**src/sv/rsqc_pkg.sv**
```systemverilog
// ----------------------------------------------------------------------------
// rsqc_pkg
// Shared constants, types and helpers of the rotated sprite quad corner block.
// ----------------------------------------------------------------------------
`default_nettype none

package rsqc_pkg;

    // Field widths
    localparam int COORD_W   = 32;
    localparam int LIFE_W    = 32;
    localparam int SCALE_W   = 24;
    localparam int ANGLE_W   = 20;
    localparam int EXTENT_W  = 28;
    localparam int OPACITY_W = 17;

    // Configuration port
    localparam int CFG_IDX_W  = 2;
    localparam int CFG_DATA_W = 32;
    localparam logic [CFG_IDX_W-1:0] CFG_IDX_HALF_WIDTH  = 2'd0;
    localparam logic [CFG_IDX_W-1:0] CFG_IDX_HALF_HEIGHT = 2'd1;

    // Sine/cosine approximation constants (Q.16 unless noted)
    localparam logic [29:0] ANGLE_K       = 30'd683565276;  // 2/pi, Q.30
    localparam logic [16:0] CROSSING_Q16  = 17'd46105;      // 0.7035
    localparam logic [15:0] CURV_MAG_Q16  = 16'd53346;      // 0.814
    localparam logic [15:0] HALF_Q16      = 16'd32768;

    // Opacity of full life
    localparam logic [OPACITY_W-1:0] OPACITY_ONE = 17'd65536;

    // Sine/cosine width, and pipeline depth
    localparam int TRIG_W    = 18;
    localparam int SC_STAGES = 4;
    localparam int STAGES    = 7;

    // Offset width after rounding to 16 fractional bits
    localparam int OFS_W = 40;

    // Per-stage load enables of the sine/cosine unit
    typedef logic [SC_STAGES-1:0] sc_en_t;

    // Clamp a corner sum to the signed 32-bit range
    function automatic logic signed [COORD_W-1:0] sat_coord(
        input logic signed [OFS_W:0] v
    );
        logic signed [COORD_W-1:0] res;
        if (v[OFS_W:COORD_W-1] == '0 || v[OFS_W:COORD_W-1] == '1)
            res = v[COORD_W-1:0];
        else if (v[OFS_W])
            res = {1'b1, {(COORD_W-1){1'b0}}};
        else
            res = {1'b0, {(COORD_W-1){1'b1}}};
        return res;
    endfunction

endpackage

`default_nettype wire

```
**src/sv/rsqc_sincos.sv**
```systemverilog
// ----------------------------------------------------------------------------
// rsqc_sincos
// Four-stage parabolic sine/cosine of a Q3.16 angle, Q.16 results.
// ----------------------------------------------------------------------------
`default_nettype none

module rsqc_sincos (
    input  wire logic                                 clk,
    input  wire rsqc_pkg::sc_en_t                     en,
    input  wire logic signed [rsqc_pkg::ANGLE_W-1:0]  angle,
    output logic signed [rsqc_pkg::TRIG_W-1:0]        sin_q,
    output logic signed [rsqc_pkg::TRIG_W-1:0]        cos_q
);

    // Stage A: scale by 2/pi, split quadrant and fraction
    logic signed [rsqc_pkg::ANGLE_W+30:0] raw;
    logic [1:0]  quad_a_reg;
    logic [15:0] frac_a_reg;

    assign raw = angle * $signed({1'b0, rsqc_pkg::ANGLE_K});

    always_ff @(posedge clk)
    begin
        if (en[0])
        begin
            quad_a_reg <= raw[47:46];
            frac_a_reg <= raw[45:30];
        end
    end

    // Stage B: center the fraction and square it
    logic signed [15:0] r_b;
    logic signed [31:0] rr_b;
    logic [1:0]         quad_b_reg;
    logic signed [15:0] r_b_reg;
    logic [14:0]        q_b_reg;

    assign r_b  = $signed({~frac_a_reg[15], frac_a_reg[14:0]});
    assign rr_b = r_b * r_b;

    always_ff @(posedge clk)
    begin
        if (en[1])
        begin
            quad_b_reg <= quad_a_reg;
            r_b_reg    <= r_b;
            q_b_reg    <= rr_b[30:16];
        end
    end

    // Stage C: curvature product
    logic [1:0]         quad_c_reg;
    logic signed [15:0] r_c_reg;
    logic [30:0]        qm_c_reg;

    always_ff @(posedge clk)
    begin
        if (en[2])
        begin
            quad_c_reg <= quad_b_reg;
            r_c_reg    <= r_b_reg;
            qm_c_reg   <= 31'(q_b_reg) * 31'(rsqc_pkg::CURV_MAG_Q16);
        end
    end

    // Stage D: parabola, quadrant swap and signs
    logic [30:0]                        qm_rnd;
    logic signed [16:0]                 shared_d;
    logic signed [rsqc_pkg::TRIG_W-1:0] s_raw;
    logic signed [rsqc_pkg::TRIG_W-1:0] c_raw;
    logic signed [rsqc_pkg::TRIG_W-1:0] s_sw;
    logic signed [rsqc_pkg::TRIG_W-1:0] c_sw;
    logic signed [rsqc_pkg::TRIG_W-1:0] sin_next;
    logic signed [rsqc_pkg::TRIG_W-1:0] cos_next;
    logic signed [rsqc_pkg::TRIG_W-1:0] sin_reg;
    logic signed [rsqc_pkg::TRIG_W-1:0] cos_reg;

    always_comb
    begin
        qm_rnd   = qm_c_reg + 31'(rsqc_pkg::HALF_Q16);
        shared_d = $signed(rsqc_pkg::CROSSING_Q16) - $signed({3'b000, qm_rnd[29:16]});
        s_raw    = 18'(shared_d) + 18'(r_c_reg);
        c_raw    = 18'(shared_d) - 18'(r_c_reg);
        s_sw     = quad_c_reg[0] ? c_raw : s_raw;
        c_sw     = quad_c_reg[0] ? s_raw : c_raw;
        sin_next = quad_c_reg[1] ? -s_sw : s_sw;
        cos_next = (quad_c_reg[1] ^ quad_c_reg[0]) ? -c_sw : c_sw;
    end

    always_ff @(posedge clk)
    begin
        if (en[3])
        begin
            sin_reg <= sin_next;
            cos_reg <= cos_next;
        end
    end

    assign sin_q = sin_reg;
    assign cos_q = cos_reg;

endmodule

`default_nettype wire

```
**config.mk**
```make
export PLATFORM = sky130hd
export DESIGN_NAME = rsqc_sincos
export DESIGN_NICKNAME = d
export VERILOG_FILES = /design/src/sv/rsqc_pkg.sv /design/src/sv/rsqc_sincos.sv
export SDC_FILE = /design/constraint.sdc
export NUM_CORES = 2
export LEC_CHECK = 0
export BUFFER_PORTS_ARGS = -buffer_cell sky130_fd_sc_hd__clkbuf_2
export CAP_MARGIN = 20
export CORE_MARGIN = 10
export CORE_UTILIZATION = 45
export CTS_CLUSTER_SIZE = 25
export DETAILED_ROUTE_END_ITERATION = 12
export GPL_TIMING_DRIVEN = 0
export PLACE_DENSITY = 0.67
export SYNTH_ARGS = -nofsm -noshare
export SYNTH_HDL_FRONTEND = slang
export SYNTH_SLANG_ARGS = --single-unit
```
**constraint.sdc**
```tcl
create_clock -name clk -period 8.5 [get_ports clk]
set_input_delay 1.7 -clock clk [delete_from_list [all_inputs] [get_ports clk]]
set_output_delay 1.7 -clock clk [all_outputs]
set_load 0.05 [all_outputs]
```
; Word level (Yosys, flattened, before mapping)
; Cells that the tools add are included.
; Widths: inputs -> output; s select.
[word_totals]
reg_bits = 134
inputBits = 25
output_inout_bits = 36
word_cells = 25
[op_classes]
multipliers = 3
bitwise_logic = 2
addsub = 6
muxes = 4
[op_table]
columns = cell, n
row1 = $mux 18, 4
row2 = $mul 20x29->46 const B, 1
row3 = $neg 18->18, 2
row4 = $mul 16x16->31, 1
row5 = $add 30x16->30 const B, 1
row6 = $mul 15x15->29 const B, 1
row7 = $add 17x16->18, 1
row8 = $sub 17x16->18, 1
row9 = $sub 16x14->17 const A, 1
row10 = $not 1->1, 1
row11 = $xor 1x1->1, 1

; Depth between registers and ports, before layout
[depth]
ltp_word = 6
ltp_mapped = 25
mapped_depth_nobuf = 24

; Worst setup path before layout
; No wires, ideal clock.
[synth_path]
kind = input to register
from = input port angle[2] (netlist name)
to = register frac_a_reg[13], data pin
setup_time_ps = 261
t_required_ps = 8239
arrival_time_ps = 7583
stages = 20
path_buffers = 0
path_slack_ps = 656
cell_sequence = fa_1 -> fa_1 -> inv_1 -> fa_1 -> fa_1 -> inv_1 -> fa_1 -> fa_1 -> inv_1 -> fa_1 -> inv_1 -> ha_1 -> o21ai_0 -> a221o_1 -> a211o_1 -> o31ai_1 -> o2111ai_1 -> a21boi_0 -> nor4_1 -> a311o_1
[synth_via]
elab_chain_cells = 1
[synth_lines]
columns = element, line_no
row1 = from (decl), rsqc_sincos.sv:10  ; input wire logic signed [rsqc_pkg::ANGLE_W-1:0] angle,
row2 = $mul 20x29->46, rsqc_sincos.sv:20  ; assign raw = angle * $signed({1'b0, rsqc_pkg::ANGLE_K});
row3 = via raw (one bit), rsqc_sincos.sv:16  ; logic signed [rsqc_pkg::ANGLE_W+30:0] raw;
row4 = to (signal assigned), rsqc_sincos.sv:27  ; frac_a_reg <= raw[45:30];
row5 = to (decl), rsqc_sincos.sv:18  ; logic [15:0] frac_a_reg;
; The timed path passes the listed nets, and every way through them passes these cells.
; A chain may end at the register's enable or synchronous reset.

; Final worst setup path
[layout_path]
from = input port angle[2] (netlist name)
to = register quad_a_reg[0], data pin
[layout_via]
elab_chain_cells = 1
[layout_lines]
columns = element, line_no
row1 = $mul 20x29->46, rsqc_sincos.sv:20
row2 = via raw (one bit), rsqc_sincos.sv:16
row3 = to (signal assigned), rsqc_sincos.sv:26  ; quad_a_reg <= raw[47:46];
row4 = to (decl), rsqc_sincos.sv:17  ; logic [1:0] quad_a_reg;
; The timed path passes the listed nets, and every way through them passes these cells.

==> results.py <==
metrics = {
    "sta": {
        "rsz0062_at_grt": "no",
        "max-slew-margin-rel": 0.375,
        "setup_viol": 0,
        "period_share": 0.968,
        "setup_tns_ns": 0,
        "worst_pin_slew_ns": 0.913,
        "clock.fmax_mhz": 121,
        "maxSlewViolCount": 0,
        "fin_worst_skew_ns": 0.0102,
        "hold_viol": 0,
        "hold-worst-slack_ns": 0.412,
        "min_period_ns": 8.23,
    },
    "floorplan": {
        "design.core.area_sq_um": 60600,
        "die_area_sq_um": 71600,
        "start_util": 0.455,
        "floorplan.io_pins": 61,
        "dieWidth_um": 268,
        "rows": 90,
        "die_h_um": 268,
    },
    "synth": {
        "synth_top_area_cell": "fa_1",
        "netlist_area_sq_um": 27600,
        "yosysUniqueCellTypes": 88,
        "ys_top_cells_by_area": "fa_1 33%, ha_1 21%, edfxtp_1 13%",
        "yosysWarnings": 0,
        "synth_seq_area_share": 0.130,
        "avgSynthCellArea_sq_um": 9.82,
        "syn_inst": 2811,
        "synth_nets": 3759,
        "ys_async_sr_fraction": 0,
        "ys_ff_latch": 119,
        "synth_edf_count": 119,
        "yosys-top-cells-count": "805 x inv_1, 473 x ha_1, 450 x fa_1",
        "yosysMostFrequentCell": "inv_1",
        "ys.flop_type": "edfxtp_1",
        "yosysTopAreaCellShare": 0.327,
    },
    "place": {
        "hpwl_um": 51300,
        "gp_congestion": 0.881,
        "dp_cells": 3653,
        "port_buffers": 60,
    },
    "min_path": {
        "hold_class": "reg2reg",
        "hold_start": "r_b_reg[6]$_DFFE_PP_",
        "whs_endpoint": "r_c_reg[6]$_DFFE_PP_",
        "hold_depth": 0,
    },
    "layout": {
        "multiInputGateArea_sq_um": 20800,
        "utilization": 0.486,
        "fin_cells": 3685,
        "nFillCells": 5652,
        "seq_area_sq_um": 3570,
        "nNetsFinal": 3838,
        "drive_above_1_share": 0.0527,
        "largest_reg_flops": 18,
        "syn2layout_area_growth_pct": 6.80,
        "diodes": 0,
    },
    "route": {
        "wl_um": 58100,
        "postRouteAntennaNets": 0,
        "first_iter_violations": 933,
        "wl_per_cell_um": 15.8,
        "routed_via_density": 5.07,
        "drc": 0,
        "route.vias.total": 18700,
        "dr.pass1.iters": 5,
    },
    "clock_tree": {
        "cts_made_buffers": 17,
        "clkSlewWorstSetupHoldPaths_ns": 0.06,
        "post_cts_buffers": 0,
        "hold_buffers": 0,
        "clk_latency_ns": 0.47,
        "cts_sinks": 119,
        "cts_tree": "built",
        "htreeDepth": 4,
        "clock_path_buffers": 2,
        "clockRootBuffer": "clkbuf_16",
    },
    "worst_setup_path": {
        "worst_setup_path_end_kind": "flop",
        "r2r-start": "frac_a_reg[1]$_DFFE_PP_",
        "cp_max_fo": 8,
        "cp.arrival_ns": 8.42,
        "reg2reg_slack_ns": 0.66,
        "rr_worst_depth": 24,
        "regToRegEndpoint": "q_b_reg[14]$_DFFE_PP_",
        "critPathRequiredTime_ns": 8.68,
        "crit_type": "in2reg",
        "critPathLaunchType": "primary input",
    },
    "grt": {
        "grt.total_usage": 0.172,
        "gr-total-overflow": 0,
        "antenna_found_initial": 0,
        "grt_pass1_vias": 19500,
        "grt_pass1_wl_um": 98100,
        "grt_max_degree": 36,
    },
    "run_status": {
        "status": "finished clean",
    },
    "run": {
        "cap_violations": 0,
    },
}
[placed cells by master, fill, tap and decap left out, types with 17 or more instances in the layout]
cell	n
xor2_1	40
o21a_1	17
and2_1	57
clkbuf_2	60
or2_2	17
edfxtp_1	119
o21ai_0	51
a21o_1	28
ha_1	473
nand2_1	116
xnor2_1	92
nor2_1	97
fa_1	450
clkbuf_16	17
a21oi_1	71
inv_1	805
o211ai_1	17
nor2b_1	26
nor3_1	24
clkbuf_1	41
and3_1	17
nand3_1	30
[timing repair]
action | in CTS | in global routing
endpoints found under the hold margin | 0 | 0
resized for setup | 2 | 4
endpoints found under the setup margin | 4 | 3
[cells by family after synthesis]
| family | Yosys count | synth area share |
|---|---|---|
| fa+ha+maj | 923 | 0.541 |
| buf+inv | 859 | 0.118 |
| simple gates | 446 | 0.0816 |
| compound gates | 323 | 0.0848 |
| mux | 8 | 0.00304 |
| flops | 119 | 0.130 |
| xor+xnor | 133 | 0.0425 |
[routing by layer]
metal  track usage  up-vias  part of all wire
met2         0.296      365              0.49
met4        0.0440        0             0.014
li1              -     9067                 -
met1         0.222     9189              0.45
met5             0        -                 0
met3        0.0276       48             0.048
[worst max-delay path, cell delays in order]
cell and delay (ns):
clkbuf_2 0.23, fa_1 0.75, fa_1 0.48, inv_1 0.09
fa_1 0.44, fa_1 0.52, inv_1 0.06, fa_1 0.50
fa_1 0.49, inv_1 0.05, fa_1 0.49, inv_1 0.04
ha_1 0.30, o21ai_0 0.09, a221o_1 0.44, a211o_1 0.34
o31ai_4 0.36, o2111ai_2 0.25, nand3_1 0.16, a221oi_1 0.09
xnor2_1 0.51
[through the flow]
step	instance area, sq um	setup WS [ns]
floorplan	27600	0.656
global placement	28900	-0.773
finish	29500	0.268
CTS	29500	0.0786
global route	29500	0.0448
detailed placement	28900	-0.776
[cell type report]
type / instances / area share
Buffer: 51 / 0.00713
Sequential cell: 119 / 0.121
Inverter: 808 / 0.103
Timing Repair Buffer: 60 / 0.0102
Clock inverter: 15 / 0.00488
Multi-Input combinational cell: 1833 / 0.706
Tap cell: 782 / 0.0332
Clock buffer: 17 / 0.0144
[worst max-delay path by stage]
| stage | startpoint | end | depth (start not counted) |
|---|---|---|---|
| 2_1_floorplan | angle[2] | frac_a_reg[13]$_DFFE_PP_ | 20 |
| 3_3_place_gp | angle[2] | quad_a_reg[0]$_DFFE_PP_ | 21 |
| 3_5_place_dp | angle[2] | quad_a_reg[0]$_DFFE_PP_ | 21 |
| 4_1_cts | angle[2] | quad_a_reg[0]$_DFFE_PP_ | 21 |
| 5_1_grt | angle[2] | quad_a_reg[0]$_DFFE_PP_ | 21 |
| 6_report | angle[2] | quad_a_reg[0]$_DFFE_PP_ | 21 |
Power is left out: the tool's default activity adds up to more than one toggle a clock period on the data nets, which glitch-free logic cannot reach.
